[src/hw/rtl/qpe_pkg.sv]
package qpe_pkg;

    localparam logic [7:0] CH_TAB   = 8'h09;
    localparam logic [7:0] CH_LF    = 8'h0A;
    localparam logic [7:0] CH_CR    = 8'h0D;
    localparam logic [7:0] CH_SPACE = 8'h20;
    localparam logic [7:0] CH_EQ    = 8'h3D;
    localparam logic [7:0] CH_TILDE = 8'h7E;
    localparam logic [7:0] LIMIT_RESET = 8'd76;

    localparam logic [7:0] CH_DIGIT0 = 8'h30;
    localparam logic [7:0] CH_UPPERA = 8'h41;

    localparam int unsigned CFG_ADDR_W = 1;
    localparam logic [CFG_ADDR_W-1:0] CFG_BINARY_MODE = 1'd0;
    localparam logic [CFG_ADDR_W-1:0] CFG_LINE_LIMIT  = 1'd1;

    typedef struct packed {
        logic       brk;
        logic       esc;
        logic [7:0] data;
    } t_job;

    typedef struct packed {
        logic full;
        logic empty;
    } t_q_flags;

    function automatic logic is_line_end(input logic [7:0] b);
        return (b == CH_CR) || (b == CH_LF);
    endfunction

    function automatic logic must_escape(input logic [7:0] b, input logic bin);
        logic ctl;
        ctl = (b < CH_SPACE) && (b != CH_TAB) && !is_line_end(b);
        return (bin && ((b == CH_SPACE) || (b == CH_TAB) || is_line_end(b)))
            || ctl || (b == CH_EQ) || (b > CH_TILDE);
    endfunction

    function automatic logic [7:0] hex_char(input logic [3:0] n);
        logic [7:0] c;
        if (n < 4'd10) begin
            c = CH_DIGIT0 + {4'd0, n};
        end else begin
            c = CH_UPPERA + {4'd0, n} - 8'd10;
        end
        return c;
    endfunction

endpackage

[src/hw/rtl/qpe_if.sv]
interface qpe_in_if;
    logic       valid;
    logic       ready;
    logic [7:0] data_byte;
    logic [7:0] next_byte;
    logic       is_last;

    modport source (output valid, output data_byte, output next_byte, output is_last,
                    input ready);
    modport sink   (input valid, input data_byte, input next_byte, input is_last,
                    output ready);
endinterface

interface qpe_out_if;
    logic       valid;
    logic       ready;
    logic [7:0] out_byte;
    logic       run_end;

    modport source (output valid, output out_byte, output run_end, input ready);
    modport sink   (input valid, input out_byte, input run_end, output ready);
endinterface

interface qpe_cfg_if;
    logic                               valid;
    logic                               ready;
    logic [qpe_pkg::CFG_ADDR_W-1:0]     addr;
    logic [7:0]                         data;

    modport source (output valid, output addr, output data, input ready);
    modport sink   (input valid, input addr, input data, output ready);
endinterface

[src/hw/rtl/qpe_front.sv]
module qpe_front (
    input  logic            i_clk,
    input  logic            i_rst_n,
    qpe_in_if.sink          i_in,
    qpe_cfg_if.sink         i_cfg,
    input  qpe_pkg::t_q_flags i_flags,
    output logic            o_push,
    output qpe_pkg::t_job   o_job
);

    logic       r_bin;
    logic [7:0] r_limit;
    logic [7:0] r_pos;
    logic [7:0] n_pos;

    logic       acc;
    logic       esc;
    logic       brk;
    logic       next_ends;
    logic [8:0] pos_p1;
    logic [8:0] pos_p3;
    logic [7:0] base;
    logic [8:0] sum;

    assign i_cfg.ready = 1'b1;
    assign i_in.ready  = !i_flags.full;
    assign acc         = i_in.valid && i_in.ready;

    always_ff @(posedge i_clk) begin
        if (!i_rst_n) begin
            r_bin   <= 1'b0;
            r_limit <= qpe_pkg::LIMIT_RESET;
        end else if (i_cfg.valid && i_cfg.ready) begin
            unique case (i_cfg.addr)
                qpe_pkg::CFG_BINARY_MODE: r_bin   <= i_cfg.data[0];
                qpe_pkg::CFG_LINE_LIMIT:  r_limit <= i_cfg.data;
                default: ;
            endcase
        end
    end

    // classify the byte and work out the soft break
    always_comb begin
        esc       = qpe_pkg::must_escape(i_in.data_byte, r_bin);
        next_ends = !i_in.is_last && qpe_pkg::is_line_end(i_in.next_byte);
        pos_p1    = {1'b0, r_pos} + 9'd1;
        pos_p3    = {1'b0, r_pos} + 9'd3;
        if (esc) begin
            brk = (r_limit != 8'd0) && (pos_p3 >= {1'b0, r_limit});
        end else begin
            brk = (r_limit != 8'd0) && (pos_p1 >= {1'b0, r_limit}) && !next_ends;
        end
        base = brk ? 8'd0 : r_pos;
        sum  = {1'b0, base} + (esc ? 9'd3 : 9'd1);
        if (!esc && !r_bin && qpe_pkg::is_line_end(i_in.data_byte)) begin
            n_pos = 8'd0;
        end else begin
            n_pos = sum[8] ? 8'hFF : sum[7:0];
        end
    end

    always_ff @(posedge i_clk) begin
        if (!i_rst_n) begin
            r_pos <= 8'd0;
        end else if (acc) begin
            r_pos <= n_pos;
        end
    end

    assign o_push     = acc;
    assign o_job.brk  = brk;
    assign o_job.esc  = esc;
    assign o_job.data = i_in.data_byte;

    a_text_line_end: assert property (@(posedge i_clk) disable iff (!i_rst_n)
        (acc && !esc && !r_bin && qpe_pkg::is_line_end(i_in.data_byte)) |=> (r_pos == 8'd0))
        else $error("line position not cleared after line end");

    a_break_clears: assert property (@(posedge i_clk) disable iff (!i_rst_n)
        (acc && brk) |=> (r_pos == 8'd3 || r_pos == 8'd1 || r_pos == 8'd0))
        else $error("line position wrong after soft break");

endmodule

[src/hw/rtl/qpe_fifo.sv]
module qpe_fifo #(
    parameter int unsigned DEPTH = 2
) (
    input  logic              i_clk,
    input  logic              i_rst_n,
    input  logic              i_push,
    input  qpe_pkg::t_job     i_entry,
    input  logic              i_pop,
    output qpe_pkg::t_job     o_head,
    output qpe_pkg::t_q_flags o_flags
);

    localparam int unsigned PTR_W = $clog2(DEPTH);
    localparam int unsigned CNT_W = $clog2(DEPTH + 1);

    qpe_pkg::t_job    r_mem [DEPTH];
    logic [PTR_W-1:0] r_wptr;
    logic [PTR_W-1:0] r_rptr;
    logic [CNT_W-1:0] r_cnt;

    function automatic logic [PTR_W-1:0] ptr_inc(input logic [PTR_W-1:0] p);
        return (p == PTR_W'(DEPTH - 1)) ? '0 : p + PTR_W'(1);
    endfunction

    always_ff @(posedge i_clk) begin
        if (i_push) begin
            r_mem[r_wptr] <= i_entry;
        end
    end

    always_ff @(posedge i_clk) begin
        if (!i_rst_n) begin
            r_wptr <= '0;
            r_rptr <= '0;
            r_cnt  <= '0;
        end else begin
            if (i_push) begin
                r_wptr <= ptr_inc(r_wptr);
            end
            if (i_pop) begin
                r_rptr <= ptr_inc(r_rptr);
            end
            case ({i_push, i_pop})
                2'b10:   r_cnt <= r_cnt + CNT_W'(1);
                2'b01:   r_cnt <= r_cnt - CNT_W'(1);
                default: r_cnt <= r_cnt;
            endcase
        end
    end

    assign o_head        = r_mem[r_rptr];
    assign o_flags.full  = (r_cnt == CNT_W'(DEPTH));
    assign o_flags.empty = (r_cnt == '0);

    a_count_bound: assert property (@(posedge i_clk) disable iff (!i_rst_n)
        r_cnt <= CNT_W'(DEPTH))
        else $error("queue count beyond depth");

endmodule

[src/hw/rtl/qpe_back.sv]
module qpe_back (
    input  logic              i_clk,
    input  logic              i_rst_n,
    input  qpe_pkg::t_job     i_head,
    input  qpe_pkg::t_q_flags i_flags,
    output logic              o_pop,
    qpe_out_if.source         o_out
);

    logic [2:0] r_idx;
    logic       r_valid;
    logic [7:0] r_byte;
    logic       r_end;

    logic       load;
    logic       last;
    logic [2:0] len;
    logic [2:0] j;
    logic [7:0] n_byte;

    assign load = !i_flags.empty && (!r_valid || o_out.ready);

    // serialize one queued job, one byte per cycle while the output is not stalled
    always_comb begin
        len  = i_head.brk ? (i_head.esc ? 3'd6 : 3'd4) : (i_head.esc ? 3'd3 : 3'd1);
        last = (r_idx == len - 3'd1);
        j    = i_head.brk ? r_idx - 3'd3 : r_idx;
        if (i_head.brk && r_idx < 3'd3) begin
            case (r_idx)
                3'd0:    n_byte = qpe_pkg::CH_EQ;
                3'd1:    n_byte = qpe_pkg::CH_CR;
                default: n_byte = qpe_pkg::CH_LF;
            endcase
        end else if (i_head.esc) begin
            case (j)
                3'd0:    n_byte = qpe_pkg::CH_EQ;
                3'd1:    n_byte = qpe_pkg::hex_char(i_head.data[7:4]);
                default: n_byte = qpe_pkg::hex_char(i_head.data[3:0]);
            endcase
        end else begin
            n_byte = i_head.data;
        end
    end

    always_ff @(posedge i_clk) begin
        if (!i_rst_n) begin
            r_idx   <= 3'd0;
            r_valid <= 1'b0;
        end else begin
            if (load) begin
                r_idx   <= last ? 3'd0 : r_idx + 3'd1;
                r_valid <= 1'b1;
            end else if (o_out.ready) begin
                r_valid <= 1'b0;
            end
        end
    end

    always_ff @(posedge i_clk) begin
        if (load) begin
            r_byte <= n_byte;
            r_end  <= last;
        end
    end

    assign o_pop          = load && last;
    assign o_out.valid    = r_valid;
    assign o_out.out_byte = r_byte;
    assign o_out.run_end  = r_end;

    a_idx_bound: assert property (@(posedge i_clk) disable iff (!i_rst_n)
        r_idx <= 3'd5)
        else $error("byte index out of range");

    a_end_on_pop: assert property (@(posedge i_clk) disable iff (!i_rst_n)
        o_pop |=> (r_valid && r_end))
        else $error("run end not flagged on last byte");

endmodule

[src/hw/rtl/quoted_printable_encoder_top.sv]
// an accepted input byte is written to the job queue, then its output bytes pass through the output register
// throughput: one output byte per cycle from the single output register while the output is not stalled
// an input byte yields 1, 3, 4 or 6 output bytes (literal, escape, each with optional soft break)
// a small job queue lets input transactions continue while output is stalled, until the queue is full
// synchronous active-low reset clears line position, queue and output valid, and sets config to text mode, limit 76
module quoted_printable_encoder_top #(
    parameter int unsigned QUEUE_DEPTH = 2
) (
    input  logic    i_clk,
    input  logic    i_rst_n,
    qpe_in_if.sink  i_in,
    qpe_cfg_if.sink i_cfg,
    qpe_out_if.source o_out
);

    logic              push;
    logic              pop;
    qpe_pkg::t_job     job;
    qpe_pkg::t_job     head;
    qpe_pkg::t_q_flags flags;

    qpe_front u_front (
        .i_clk   (i_clk),
        .i_rst_n (i_rst_n),
        .i_in    (i_in),
        .i_cfg   (i_cfg),
        .i_flags (flags),
        .o_push  (push),
        .o_job   (job)
    );

    qpe_fifo #(
        .DEPTH (QUEUE_DEPTH)
    ) u_fifo (
        .i_clk   (i_clk),
        .i_rst_n (i_rst_n),
        .i_push  (push),
        .i_entry (job),
        .i_pop   (pop),
        .o_head  (head),
        .o_flags (flags)
    );

    qpe_back u_back (
        .i_clk   (i_clk),
        .i_rst_n (i_rst_n),
        .i_head  (head),
        .i_flags (flags),
        .o_pop   (pop),
        .o_out   (o_out)
    );

endmodule
[src/flat_wrapper.sv]
// flat-port wrapper written by rule: the top's interface ports become plain ports
module quoted_printable_encoder_top_flat 
#(
    parameter int unsigned QUEUE_DEPTH = 2
)
  (i_clk, i_rst_n, i_in_valid, i_in_data_byte, i_in_next_byte, i_in_is_last, i_in_ready, i_cfg_valid, i_cfg_addr, i_cfg_data, i_cfg_ready, o_out_valid, o_out_out_byte, o_out_run_end, o_out_ready);
  qpe_in_if i_in_i ();
  qpe_cfg_if i_cfg_i ();
  qpe_out_if o_out_i ();
  input  logic i_clk;
  input  logic i_rst_n;
  input wire logic [$bits(i_in_i.valid)-1:0] i_in_valid;
  input wire logic [$bits(i_in_i.data_byte)-1:0] i_in_data_byte;
  input wire logic [$bits(i_in_i.next_byte)-1:0] i_in_next_byte;
  input wire logic [$bits(i_in_i.is_last)-1:0] i_in_is_last;
  output wire logic [$bits(i_in_i.ready)-1:0] i_in_ready;
  input wire logic [$bits(i_cfg_i.valid)-1:0] i_cfg_valid;
  input wire logic [$bits(i_cfg_i.addr)-1:0] i_cfg_addr;
  input wire logic [$bits(i_cfg_i.data)-1:0] i_cfg_data;
  output wire logic [$bits(i_cfg_i.ready)-1:0] i_cfg_ready;
  output wire logic [$bits(o_out_i.valid)-1:0] o_out_valid;
  output wire logic [$bits(o_out_i.out_byte)-1:0] o_out_out_byte;
  output wire logic [$bits(o_out_i.run_end)-1:0] o_out_run_end;
  input wire logic [$bits(o_out_i.ready)-1:0] o_out_ready;
  assign i_in_i.valid = i_in_valid;
  assign i_in_i.data_byte = i_in_data_byte;
  assign i_in_i.next_byte = i_in_next_byte;
  assign i_in_i.is_last = i_in_is_last;
  assign i_in_ready = i_in_i.ready;
  assign i_cfg_i.valid = i_cfg_valid;
  assign i_cfg_i.addr = i_cfg_addr;
  assign i_cfg_i.data = i_cfg_data;
  assign i_cfg_ready = i_cfg_i.ready;
  assign o_out_valid = o_out_i.valid;
  assign o_out_out_byte = o_out_i.out_byte;
  assign o_out_run_end = o_out_i.run_end;
  assign o_out_i.ready = o_out_ready;
  quoted_printable_encoder_top #(.QUEUE_DEPTH(QUEUE_DEPTH)) u_core (.i_clk(i_clk), .i_rst_n(i_rst_n), .i_in(i_in_i), .i_cfg(i_cfg_i), .o_out(o_out_i));
endmodule
[config.mk]
export PLATFORM = sky130hd
export DESIGN_NAME = quoted_printable_encoder_top_flat
export DESIGN_NICKNAME = d
export VERILOG_FILES = /design/src/hw/rtl/qpe_pkg.sv /design/src/hw/rtl/qpe_if.sv /design/src/hw/rtl/qpe_front.sv /design/src/hw/rtl/qpe_fifo.sv /design/src/hw/rtl/qpe_back.sv /design/src/hw/rtl/quoted_printable_encoder_top.sv /design/src/flat_wrapper.sv
export SDC_FILE = /design/constraint.sdc
export NUM_CORES = 1
export LEC_CHECK = 0
export CORE_ASPECT_RATIO = 2
export CORE_MARGIN = 2
export CORE_UTILIZATION = 50
export CTS_CLUSTER_DIAMETER = 60
export DETAILED_ROUTE_END_ITERATION = 16
export DONT_BUFFER_PORTS = 1
export HOLD_SLACK_MARGIN = 0.1
export PLACE_DENSITY = 0.73
export SLEW_MARGIN = 20
export SYNTH_ARGS = -nofsm -noshare
export SYNTH_HDL_FRONTEND = slang
export SYNTH_SLANG_ARGS = --single-unit
[constraint.sdc]
create_clock -name i_clk -period 3.85 [get_ports i_clk]
set_clock_uncertainty 0.05 [all_clocks]
set_input_delay 0.77 -clock i_clk [delete_from_list [all_inputs] [get_ports i_clk]]
set_output_delay 0.77 -clock i_clk [all_outputs]
set_load 0.03 [all_outputs]
Word-level counts from Yosys, hierarchy flattened
Memory sizes are Yosys's and may differ from the RTL's. A register that Yosys moved wholly into a read port is not among the register bits.
Cells that the tools add are included.

storage, ports and cells
  bits in latches = 0
  bits of input ports = 31
  ROM bits = 0
  logic and storage cells = 111
  register bits after elaboration = 34
  memories kept = 1
  memory bits (writable) = 20

cells by class
  bitwise logic cells = 1
  equality and inequality tests = 14
  $mul = 0
  shift operators = 0
  muxes and demuxes = 25
  $lt $le $gt $ge = 7
  reductions and logical operators = 37
  divide/modulo/power cells = 0
  $add $sub $neg = 16

memory list
  name                 words  width  rd ports  clocked after memory_dff  write ports  RTL line        source
  u_core.u_fifo.r_mem  2      10     1         1                         1            qpe_fifo.sv:16  qpe_pkg::t_job r_mem [DEPTH];

operator list
  operator                                                     count
  two-way mux 8 bit                                            7
  == test 8 x 4 -> 1 bit (second input constant)               5
  >= comparator 9 x 8 -> 1 bit                                 2
  adder 7 x 4 -> 8 bit (first input constant)                  2
  == test 8 x 6 -> 1 bit (second input constant)               2
  case mux 8 bit (2 select lines)                              1
  subtractor 8 x 4 -> 8 bit (second input constant)            2
  adder 6 x 4 -> 7 bit (first input constant)                  2
  logical AND 1 bit                                            13
  case mux 6 bit (2 select lines)                              1
  adder 8 x 1 -> 9 bit (second input constant)                 1
  adder 8 x 2 -> 9 bit                                         1
  adder 8 x 2 -> 9 bit (second input constant)                 1
  two-way mux 1 bit                                            9
  two-way mux 3 bit                                            3
  > comparator 8 x 7 -> 1 bit (second input constant)          1
  logical NOT 1 bit                                            8
  logical OR 1 bit                                             8
  less-than comparator 4 bit (second input constant)           2
  less-than comparator 8 x 6 -> 1 bit (second input constant)  1
  inequality test 8 x 4 -> 1 bit (second input constant)       1
  nonzero test 8 bit                                           1
  == test 3 x 1 -> 1 bit (second input constant)               2
  logical NOT 3 bit                                            2
  other kinds (16)                                             22

Logic depth before layout (Yosys ltp)
  depth in word-level cells = 12
  gate-level depth with buffers = 22

Cells and area by module
A second synthesis with hierarchy kept.

second synthesis, totals
  cells, all modules = 385
  area total of the unflattened synthesis = 3679.8 um2

by module, submodules not included
  module     area an instance (um2)  times used  cells each
  qpe_front  1722.9                  1           222
  qpe_back   1022.2                  1           110
  qpe_fifo   934.6                   1           53

Worst setup path after synthesis
Ideal clock, no wire load.

  path type = reg-to-reg
  start point = register u_core.u_front.r_pos[2]
  end point = register u_core.u_front.r_pos[6]
  arrival time = 3911 ps
  cell stages (with the launch flop) = 21
  setup slack = -242 ps
  required time = 3670 ps
  library setup time = 130 ps
  period minus slack after synthesis = 4092 ps
  cell sequence = dfxtp_1 clkbuf_1 and3_1 clkbuf_1 nand2_1 nor2_1 o21ai_0 xnor2_1 ha_1 and4_1 nand2_1 a21oi_1 a2111o_1 nand3_2 buf_6 nand2_1 fa_1 clkbuf_1 o41ai_1 or3_1 o32ai_1

between the ends
  word-level cells in the longest chain between the ends = 9
  elaborated cells on any way between the ends = 12
  classes of those cells = add/sub: 3; order compare: 2; mux: 4; reduce/logical: 3

RTL lines
  item                             RTL line         source
  from (decl)                      qpe_front.sv:13  logic [7:0] r_pos;
  from (signal assigned)           qpe_front.sv:66  r_pos <= n_pos;
  adder 8 x 1 -> 9 bit             qpe_front.sv:46  pos_p1 = {1'b0, r_pos} + 9'd1;
  >= comparator 9 x 8 -> 1 bit     qpe_front.sv:51  brk = (r_limit != 8'd0) && (pos_p1 >= {1'b0, r_limit}) && !next_ends;
  logical AND 1 bit (2 in series)  qpe_front.sv:51
  two-way mux 1 bit                qpe_front.sv:48  if (esc) begin
  two-way mux 8 bit *              qpe_front.sv:53  base = brk ? 8'd0 : r_pos;
  adder 8 x 2 -> 9 bit *           qpe_front.sv:54  sum = {1'b0, base} + (esc ? 9'd3 : 9'd1);
  two-way mux 8 bit *              qpe_front.sv:58  n_pos = sum[8] ? 8'hFF : sum[7:0];
  two-way mux 8 bit *              qpe_front.sv:55  if (!esc && !r_bin && qpe_pkg::is_line_end(i_in.data_byte)) begin

Mark *: on every way between the ends. The rest lies on a longest branch, timed or not.
A chain may end at the register's enable or synchronous reset.

Worst setup path after layout
  start point = register u_core.u_front.r_pos[4]
  end point = register u_core.u_front.r_pos[7]

Same word-level chain as after synthesis.

==> impl_metrics.env <==
export IMPL_gr_usage_all_layers_pct=21.3
export IMPL_setup_violations=0
export IMPL_grt_pass1_wl_mm=12.5
export IMPL_vias=2662
export IMPL_avgSynthCellArea_um2=9.57
export IMPL_drive_gt1_share_pct=9.89
export IMPL_synth_top_flop_cell="edfxtp_1"
export IMPL_dpl_hpwl_mm=5.99
export IMPL_status="finished clean"
export IMPL_initial_utilization_pct=51.8
export IMPL_critPathKind="reg -> reg"
export IMPL_routed_wl_mm=7.56
export IMPL_p_per_area_nw_per_um2=588
export IMPL_rsz0062_at_grt="no"
export IMPL_drt_pass1_iterations=4
export IMPL_slew_headroom_pct=43.2
export IMPL_yosys_warnings=0
export IMPL_combPwrFrac_pct=35.8
export IMPL_netSwitchingFraction_pct=39.0
export IMPL_cp_required_ns=3.99
export IMPL_vias_per_cell=5.89
export IMPL_cap_violations=0
export IMPL_worstMarginPinSlew_ns=0.849
export IMPL_holdPathEnd="u_core.u_front.r_limit[1]$_SDFFE_PN0P_"
export IMPL_grt_max_degree=26
export IMPL_io_pins=43
export IMPL_cts_tree="built"
export IMPL_max_stage_delay_ns=0.36
export IMPL_synthCells=361
export IMPL_crit_fanout=7
export IMPL_maxSlewViolCount=0
export IMPL_die_w_um=62.8
export IMPL_worstPathArrival_ns=3.72
export IMPL_grt_ovfl_total=0
export IMPL_wl_per_cell_um=16.7
export IMPL_post_route_util_pct=56.1
export IMPL_die_y_um=122
export IMPL_clock_fmax_mhz=280
export IMPL_pwr_share_seq_pct=43.0
export IMPL_insertion_delay_ns=0.30
export IMPL_leakagePower_nw=1.41
export IMPL_grt_antenna_before_repair=0
export IMPL_cts_clk_slew_worst_paths_ns=0.07
export IMPL_intPower_mw=1.34
export IMPL_r2r_end="u_core.u_front.r_pos[7]$_SDFFE_PN0P_"
export IMPL_core_area_um2=6670
export IMPL_period_needed_ns=3.58
export IMPL_portBuffers=0
export IMPL_hold_class="reg -> reg"
export IMPL_ir_drop_mv=0.229
export IMPL_setup_tns_ns=0
export IMPL_place_congestion=0.960
export IMPL_drc=0
export IMPL_ctsHtreeMaxLevel=2
export IMPL_clockPowerShare_pct=21.2
export IMPL_grt_pass1_vias=2802
export IMPL_cts_root_buf="clkbuf_16"
export IMPL_diodes=0
export IMPL_synth_async_reset_ratio_pct=0
export IMPL_r2r_start="u_core.u_front.r_pos[4]$_SDFFE_PN0P_"
export IMPL_cts_made_buffers=5
export IMPL_syn2layout_area_growth_pct=8.44
export IMPL_min_from="u_core.u_front.r_limit[1]$_SDFFE_PN0P_"
export IMPL_rows=42
export IMPL_initialDrtViolationCount=150
export IMPL_synth_cell_types=63
export IMPL_seq_area_frac_synth_pct=40.3
export IMPL_synth_edf_count=29
export IMPL_cts_setup_buffers=0
export IMPL_synth_seq_cells=55
export IMPL_worstSetupStartpointType="flip-flop"
export IMPL_fp_dieArea_um2=7630
export IMPL_p_switching_mw=0.860
export IMPL_holdPathStages=2
export IMPL_crit_top_cell="nand2_1"
export IMPL_synthesis_area_um2=3450
export IMPL_crit_slowest_cell="a2111o_1"
export IMPL_endpoint_kind="flip-flop"
export IMPL_clock_path_buffers=2
export IMPL_nets=420
export IMPL_ctsHoldBuffers=0
export IMPL_r2r_cells=18
export IMPL_ant_nets=0
export IMPL_worstPathCellList="and3_4, nand2_1, nor2_1, xnor2_1, ha_1, a21oi_1, nand2_1, a221o_1, a2111o_1, nand3_2, nand2_1, inv_1, ha_1, a21o_1, a21oi_1, a41oi_1, a32oi_1, nor2b_1"
export IMPL_hold_viol=0
export IMPL_r2r_setup_slack_ns=0.27
export IMPL_syn_nets=418
export IMPL_clkSinkCount=55
export IMPL_period_share_pct=92.9
timing repair:
action                                  in CTS  in global routing
endpoints found under the setup margin       0                  7
resized for setup                            0                  4
hold endpoints to repair                     0                  0
worst max-delay path: cells and delay by family, from the launching register on:
kind | cells | cell delay [ns]
flops | 1 | 0.33
xor+xnor | 1 | 0.14
buf+inv | 1 | 0.06
simple gates | 7 | 0.79
fa+ha+maj | 2 | 0.48
compound gates | 7 | 1.58
worst max-delay path by stage:
stage,start,endpoint,slack (ns),depth (start not counted)
2_1_floorplan,u_core.u_front.r_pos[0]$_SDFFE_PN0P_,u_core.u_front.r_pos[6]$_SDFFE_PN0P_,0.002,18
3_3_place_gp,u_core.u_front.r_pos[4]$_SDFFE_PN0P_,u_core.u_front.r_pos[4]$_SDFFE_PN0P_,0.19,15
3_5_place_dp,u_core.u_front.r_pos[4]$_SDFFE_PN0P_,u_core.u_front.r_pos[4]$_SDFFE_PN0P_,0.11,15
4_1_cts,u_core.u_front.r_pos[3]$_SDFFE_PN0P_,u_core.u_front.r_pos[4]$_SDFFE_PN0P_,0.05,15
5_1_grt,u_core.u_front.r_pos[3]$_SDFFE_PN0P_,u_core.u_front.r_pos[7]$_SDFFE_PN0P_,0.02,19
6_report,u_core.u_front.r_pos[4]$_SDFFE_PN0P_,u_core.u_front.r_pos[7]$_SDFFE_PN0P_,0.27,18
cell usage in the layout (no fill, tap or decap), types with 4 or more instances in the layout:
cell type and n:
a21boi_0 8, a21oi_1 14, and2_1 7, buf_4 12
clkbuf_16 5, dfxtp_1 26, edfxtp_1 29, ha_1 25
inv_1 23, mux2_2 4, mux2i_1 10, nand2_1 43
nand2b_1 4, nand3_1 13, nor2_1 17, nor2b_1 6
nor3_1 4, nor4_1 4, o211ai_1 5, o21ai_0 15
o21ai_1 4, xnor2_1 16, xor2_1 6
cell type report:
class,instances,area (um^2)
fill,612,2930
inverter,24,90.1
timing repair buffer,12,90.1
tap,88,110
sequential,55,1390
clock buffer,5,125
clock inverter,3,23.8
multi-input combinational,265,1920
logic make-up after synthesis:
kind of cell	after synthesis	synth area share (%)
fa+ha+maj	26	9.63
mux	14	4.20
buf+inv	41	4.85
flops	55	40.3
simple gates	115	16.8
compound gates	87	18.5
other cells	1	0.109
xor+xnor	22	5.58
power groups by stage:
stage	Sequential, mW	Combinational [mW]	Clock, mW
after global routing	0.961	0.875	0.498
after global placement	0.957	0.760	0
after CTS	0.950	0.784	0.476
final	0.946	0.789	0.467
after floorplan	0.948	0.586	0
after detailed placement	0.963	0.780	0
per-layer routing:
metal / share of wire, % / track usage [%]
met4: 6.1 / 15.0
met5: 0 / 0
met1: 32 / 17.5
met2: 59 / 43.7
met3: 2.6 / 3.32
cell usage after synthesis, drive strengths merged, types with 4 or more instances:
library cell	instances	area, um^2
a21boi	11	82.6
a21oi	14	70.1
a41oi	4	53.8
and2	7	43.8
buf	4	28.8
clkbuf	13	48.8
dfxtp	26	521
edfxtp	29	871
ha	25	313
inv	23	86.3
mux2	4	45.0
mux2i	10	100
nand2	43	161
nand2b	4	25.0
nand3	14	75.1
nor2	17	63.8
nor2b	6	37.5
nor3	5	30.0
nor3b	4	30.0
nor4	4	25.0
o211ai	6	58.8
o21ai	19	95.1
xnor2	16	140
xor2	6	52.6
sequential cells by signal, indices dropped and copies added, names as in the netlist, named ones only:
name and cells:
u_core.u_back.o_out.out_byte 8, u_core.u_back.o_out.run_end 1, u_core.u_back.o_out.valid 1, u_core.u_back.r_idx 3
u_core.u_fifo.r_cnt 2, u_core.u_fifo.r_mem 20, u_core.u_fifo.r_rptr 1, u_core.u_fifo.r_wptr 1
u_core.u_front.r_bin 1, u_core.u_front.r_limit 8, u_core.u_front.r_pos 8
metrics by stage:
step	setup slack, ns	hold WS (ns)	cell area [um^2]	power (mW)	std cells
floorplan	0.00227	0.406	3470	1.53	361
global placement	0.192	0.423	3580	1.72	444
detailed placement	0.114	0.436	3580	1.74	444
CTS	0.0506	0.446	3730	2.21	452
global route	0.0212	0.461	3750	2.33	452
finish	0.274	0.437	3750	2.20	452
(Power assumes the default switching activity.)
